[src/hw/rtl/aspt_pkg.sv]
// Shared types and constants for the speed and power tracker.
// Used by the top level, the shared arithmetic unit and the port checker.
package aspt_pkg;

  // arithmetic unit operand and counter widths
  localparam int AW = 112;
  localparam int DW = 48;
  localparam int CW = $clog2(AW + 1);

  // stream word widths
  localparam int IN_W  = 40;
  localparam int OUT_W = 304;

  // scale and rounding constants
  localparam logic [63:0] AccScale  = 64'd980665;
  localparam logic [63:0] AccDiv    = 64'd100000;
  localparam logic [63:0] AccHalf   = 64'd50000;
  localparam logic [63:0] DtDiv     = 64'd2000000;
  localparam logic [63:0] DtHalf    = 64'd1000000;
  localparam logic [63:0] UsPerSec  = 64'd1000000;
  localparam logic [63:0] MilliDiv  = 64'd1000;
  localparam logic [63:0] MilliHalf = 64'd500;
  localparam logic [63:0] CubeDiv   = 64'd10000000000;
  localparam logic [63:0] MwScale   = 64'd100000;
  localparam logic [63:0] HpDiv     = 64'd74569987;
  localparam logic [63:0] HpHalf    = 64'd37284993;

  localparam logic [11:0] MassReset  = 12'd850;
  localparam logic [15:0] DragReset  = 16'd2848;
  localparam logic [6:0]  StepReset  = 7'd10;
  localparam logic [3:0]  CountReset = 4'd10;

  typedef enum logic [1:0] {
    CFG_MASS  = 2'd0,
    CFG_DRAG  = 2'd1,
    CFG_STEP  = 2'd2,
    CFG_COUNT = 2'd3
  } cfg_idx_e;

  typedef enum logic {
    OP_MUL = 1'b0,
    OP_DIV = 1'b1
  } arith_op_e;

  typedef enum logic [4:0] {
    ST_IDLE,
    ST_ACC_MUL,
    ST_ACC_DIV,
    ST_V_MUL,
    ST_V_DIV,
    ST_D_MUL,
    ST_D_DIV,
    ST_AVG_MUL,
    ST_AVG_DIV,
    ST_T1_MUL1,
    ST_T1_MUL2,
    ST_T1_DIV,
    ST_T2_MUL1,
    ST_T2_MUL2,
    ST_T2_MUL3,
    ST_T2_DIV,
    ST_P_MUL,
    ST_P_DIV,
    ST_AP_DIV,
    ST_FINISH
  } seq_state_e;

  typedef struct packed {
    logic            start;
    arith_op_e       op;
    logic [AW-1:0]   a;
    logic [63:0]     b;
  } arith_req_t;

  typedef struct packed {
    logic            done;
    logic [AW-1:0]   res;
  } arith_rsp_t;

endpackage

[src/hw/rtl/aspt_arith.sv]
// Shared arithmetic unit: shift-add multiplier and restoring divider.
// Depends on aspt_pkg for widths and the request/response structs.
module aspt_arith import aspt_pkg::*; (
  input  logic       clk_i,
  input  logic       rst_ni,
  input  arith_req_t req_i,
  output arith_rsp_t rsp_o
);

  logic          busy_q, busy_d;
  arith_op_e     op_q, op_d;
  logic [AW-1:0] acc_q, acc_d;
  logic [AW-1:0] mcand_q, mcand_d;
  logic [63:0]   mplier_q, mplier_d;
  logic [AW-1:0] quo_q, quo_d;
  logic [DW-1:0] rem_q, rem_d;
  logic [DW-1:0] dvs_q, dvs_d;
  logic [CW-1:0] cnt_q, cnt_d;
  logic [DW:0]   trial;
  logic          ge;
  logic          done;

  assign trial = {rem_q, quo_q[AW-1]};
  assign ge    = trial >= {1'b0, dvs_q};

  always_comb begin
    busy_d   = busy_q;
    op_d     = op_q;
    acc_d    = acc_q;
    mcand_d  = mcand_q;
    mplier_d = mplier_q;
    quo_d    = quo_q;
    rem_d    = rem_q;
    dvs_d    = dvs_q;
    cnt_d    = cnt_q;
    done     = 1'b0;
    if (req_i.start) begin
      busy_d   = 1'b1;
      op_d     = req_i.op;
      acc_d    = '0;
      mcand_d  = req_i.a;
      mplier_d = req_i.b;
      quo_d    = req_i.a;
      rem_d    = '0;
      dvs_d    = req_i.b[DW-1:0];
      cnt_d    = CW'(AW);
    end else if (busy_q) begin
      case (op_q)
        OP_MUL: begin
          if (mplier_q == '0) begin
            done   = 1'b1;
            busy_d = 1'b0;
          end else begin
            if (mplier_q[0]) acc_d = acc_q + mcand_q;
            mcand_d  = mcand_q << 1;
            mplier_d = mplier_q >> 1;
          end
        end
        OP_DIV: begin
          if (cnt_q == '0) begin
            done   = 1'b1;
            busy_d = 1'b0;
          end else begin
            // one quotient bit per cycle
            rem_d = ge ? DW'(trial - {1'b0, dvs_q}) : trial[DW-1:0];
            quo_d = {quo_q[AW-2:0], ge};
            cnt_d = cnt_q - CW'(1);
          end
        end
        default: busy_d = 1'b0;
      endcase
    end
  end

  assign rsp_o = '{done: done, res: ((op_q == OP_MUL) ? acc_q : quo_q)};

  always_ff @(posedge clk_i or negedge rst_ni) begin
    if (!rst_ni) begin
      busy_q <= 1'b0;
      op_q   <= OP_MUL;
    end else begin
      busy_q <= busy_d;
      op_q   <= op_d;
    end
  end

  always_ff @(posedge clk_i) begin
    acc_q    <= acc_d;
    mcand_q  <= mcand_d;
    mplier_q <= mplier_d;
    quo_q    <= quo_d;
    rem_q    <= rem_d;
    dvs_q    <= dvs_d;
    cnt_q    <= cnt_d;
  end

endmodule

[config.mk]
export PLATFORM = sky130hd
export DESIGN_NAME = aspt_arith
export DESIGN_NICKNAME = d
export VERILOG_FILES = /design/src/hw/rtl/aspt_pkg.sv /design/src/hw/rtl/aspt_arith.sv
export SDC_FILE = /design/constraint.sdc
export NUM_CORES = 1
export LEC_CHECK = 0
export ABC_AREA = 0
export ABC_CLOCK_PERIOD_IN_PS = 13700
export BUFFER_PORTS_ARGS = -buffer_cell sky130_fd_sc_hd__buf_4
export CAP_MARGIN = 20
export CORE_MARGIN = 2
export CORE_UTILIZATION = 55
export CTS_BUF_LIST = sky130_fd_sc_hd__clkbuf_4
export CTS_CLUSTER_DIAMETER = 40
export CTS_CLUSTER_SIZE = 12
export DETAILED_ROUTE_END_ITERATION = 10
export MAX_ROUTING_LAYER = met4
export PLACE_DENSITY = 0.77
export REMOVE_ABC_BUFFERS = 1
export SYNTH_ARGS = -nofsm -noshare
export SYNTH_HDL_FRONTEND = slang
export SYNTH_SLANG_ARGS = --single-unit
export TNS_END_PERCENT = 10
[constraint.sdc]
create_clock -name clk_i -period 13.7 [get_ports clk_i]
set_clock_uncertainty 0.2 [all_clocks]
set_input_delay 0.685 -clock clk_i [delete_from_list [all_inputs] [get_ports clk_i]]
set_output_delay 0.685 -clock clk_i [all_outputs]
set_load 0.005 [all_outputs]
==> run metrics <==
worst skew pair latency=0.90 ns; Final setup viols=0; Highest Clock Rate=224.8 MHz; grt ovf=0; top cell type's share of synthesized area=approximately 33%; Clock transition at path regs=roughly 0.12 ns; Layout Nets=a little over 4,000; Rel. slew slack=between 30% and 40%; worst hold path class=primary input to register; # port buffers=about 290; peak supply drop=0.08789 mV; Post-synth top flop=edfxtp_1; Remaining DRCs=0; die width=241.2 um; Mean Syn Cell Area=roughly 9.1 um2; CP max FO=2; min-delay src=req_i[64]; I/O pins=between 200 and 300; Critical Path AT=roughly 3.6 ns; switching part of the total=34.72%; Comb power frac=a little under a third; Resize count post-CTS=0; first-pass GRT wire length=~140,000 um; leading area contributor after synthesis=edfxtp_1; Critical path origin=mplier_q[54]; number of flops mapped to enable cells by yosys=between 300 and 400; Worst EP required=12.82 ns; CP Launch Type=register; gpl congestion=0.9743; reg2reg start=mcand_q[0]; Commonest cells post-synth=nand2_1 (438), o21ai_0 (374), a21oi_1 (341); register bit count reported by yosys=~510; drt initial violations=approximately 2,300; final std cells w/o fill=approximately 4,600; Pleak=around 16 nW; Post-synth ARST share=less than 1%; Pre-Repair DR Iteration Count=6; Worst Max-Slew Pin Slew=between 1 and 1.5 ns; vias after detailed routing=27,020; Cell Area, Synth=about 31,000 um2; Routed Antenna Nets=0; Routed WL per cell=19.51 um; H-tree Lvls=3; status=finished clean; register area share after synthesis=43.59%; largest net degree at the start of global routing=230; MaxCap Viol Count=0; layout cells sized above 1=about 17%; die footprint=58,160 um2; Max clock buf depth=3; RSZ-0062 raised after global routing=false; Total Routing Usage GR=31.55%; Power Dens Cells=around 130 nW/um2; TritonCTS Buffers=81; Crit Path Category=register to output port; vias in the first global route=around 26,000; DP Wirelength=between 60,000 and 70,000 um; final-layout fill cell count=~4,500; root buffer selected by CTS=clkbuf_4; Slew Viols, Final=0; top post-synthesis cells by area=edfxtp_1 (33%), dfxtp_1 (11%), ha_1 (6.5%); row count=86; Final Hold Vio Count=0; Synth Warn #=0; via/cell ratio=between 5 and 6; TritonCTS clock tree=yes; setup tns final=0 ns; Layout area overhead=18.88%; Netlist cell types=91; Final Cycle Share=around a third; Initial Util=between 50% and 60%; most common cell in the netlist=nand2_1; drt total wl=approximately 90,000 um; initial antenna violation count=2; Gate Count Post-Synth=between 3,000 and 4,000; Psw=~1.6 mW; internal power=approximately 3.1 mW; dpl cells=4,293; clock sink count=slightly above 500; CP Capture Type=output port; Reg power frac=42.3%; Clk pwr share=a little over a quarter; core area=between 50,000 and 60,000 um2; min Tclk post-route=between 4 and 5 ns; die height=241.2 um
timing repair:
item / in CTS / in global routing
setup buffers: 0 / 0
hold buffers: 177 / 1
hold endpoints to repair: 345 / 1
cells by family (layout without fill, tap and decap cells):
logic type,Yosys count,after routing,share of synthesized area [%]
DFF,505,505,43.59
muxes,186,186,6.730
other,0,5,0
AOI/OAI and AO/OA,1047,1047,19.90
buffers and inverters,503,961,6.249
and+or+nand+nor,870,870,12.81
adders and majority gates,163,163,6.641
xor gates and xnor gates,144,144,4.077
final timing paths:
check,endpoint,slack (ns),cells after the start
worst max-delay path,rsp_o[112],9.25,6
worst min-delay path,mcand_q[0],0.06,3
worst max register to register,acc_q[102],9.41,13
worst min register to register,acc_q[4],0.28,2
max in group asynchronous,op_q,12.66,3
min in group asynchronous,op_q,0.49,3
metrics by stage:
step,setup slack [ns],hold slack (ns),utilization (%),area [um2],power [mW]
6_report,9.251,0.06330,66.49,36780,4.674
5_1_grt,9.154,0.02039,66.49,36770,4.922
4_1_cts,9.141,0.002722,66.33,36690,4.662
3_5_place_dp,9.434,0.2645,60.59,33510,3.367
3_3_place_gp,9.458,0.2586,60.59,33510,3.357
2_1_floorplan,4.835,0.1894,-,30210,2.904
metal layers:
| layer | up-vias | track usage, % | routed length (um) |
|---|---|---|---|
| met4 | 0 | 10.59 | 2807 |
| met5 | - | - | 0 |
| met2 | 1043 | 50.49 | 42280 |
| met1 | 12740 | 40.69 | 38810 |
| li1 | 13060 | - | - |
| met3 | 175 | 5.353 | 6423 |
power by group through the flow:
stage,clock (mW),sequential [mW],combinational [mW]
global placement,0,2.00,1.35
floorplan,0,1.97,0.933
CTS,1.28,1.98,1.41
global route,1.34,2.00,1.58
finish,1.26,1.98,1.44
detailed placement,0,2.01,1.36
sequential cells by signal, summed over array words and instances, names as in the netlist:
name,flops
acc_q,112
busy_q,1
cnt_q,7
dvs_q,48
mcand_q,112
mplier_q,64
op_q,1
quo_q,112
rem_q,48
cells in the final DEF (no fill, tap or decap), types with 144 or more instances in the layout:
master         netlist  final
a21oi_1            341    341
nand2_1            438    436
o21ai_0            374    374
dfxtp_1            167    167
edfxtp_1           336    336
inv_1              320    319
buf_4                2    306
dlygate4sd3_1        0    178
mux2_2             176    176
ha_1               161    161
nor2_1             145    144
final cells by class:
cell class                 count  area (um2)  share of cell area [%]
multi-input combinational   2410       15540                   42.27
timing repair buffer         489        4180                   11.37
clock buffer                  91       683.2                   1.858
tap                          748       935.9                   2.545
sequential                   505       13490                   36.67
antenna                        5       12.51                 0.03402
clock inverter                59       720.7                   1.960
inverter                     322        1211                   3.293
worst max-delay path, cell delays in order (launching register included):
cell,delay (ns)
edfxtp_1,0.49
nor4_1,0.55
nand4_1,0.23
o41ai_1,0.52
inv_1,0.10
nor4_1,0.54
buf_4,0.22
No activity file was read; power rests on OpenSTA's default activity.
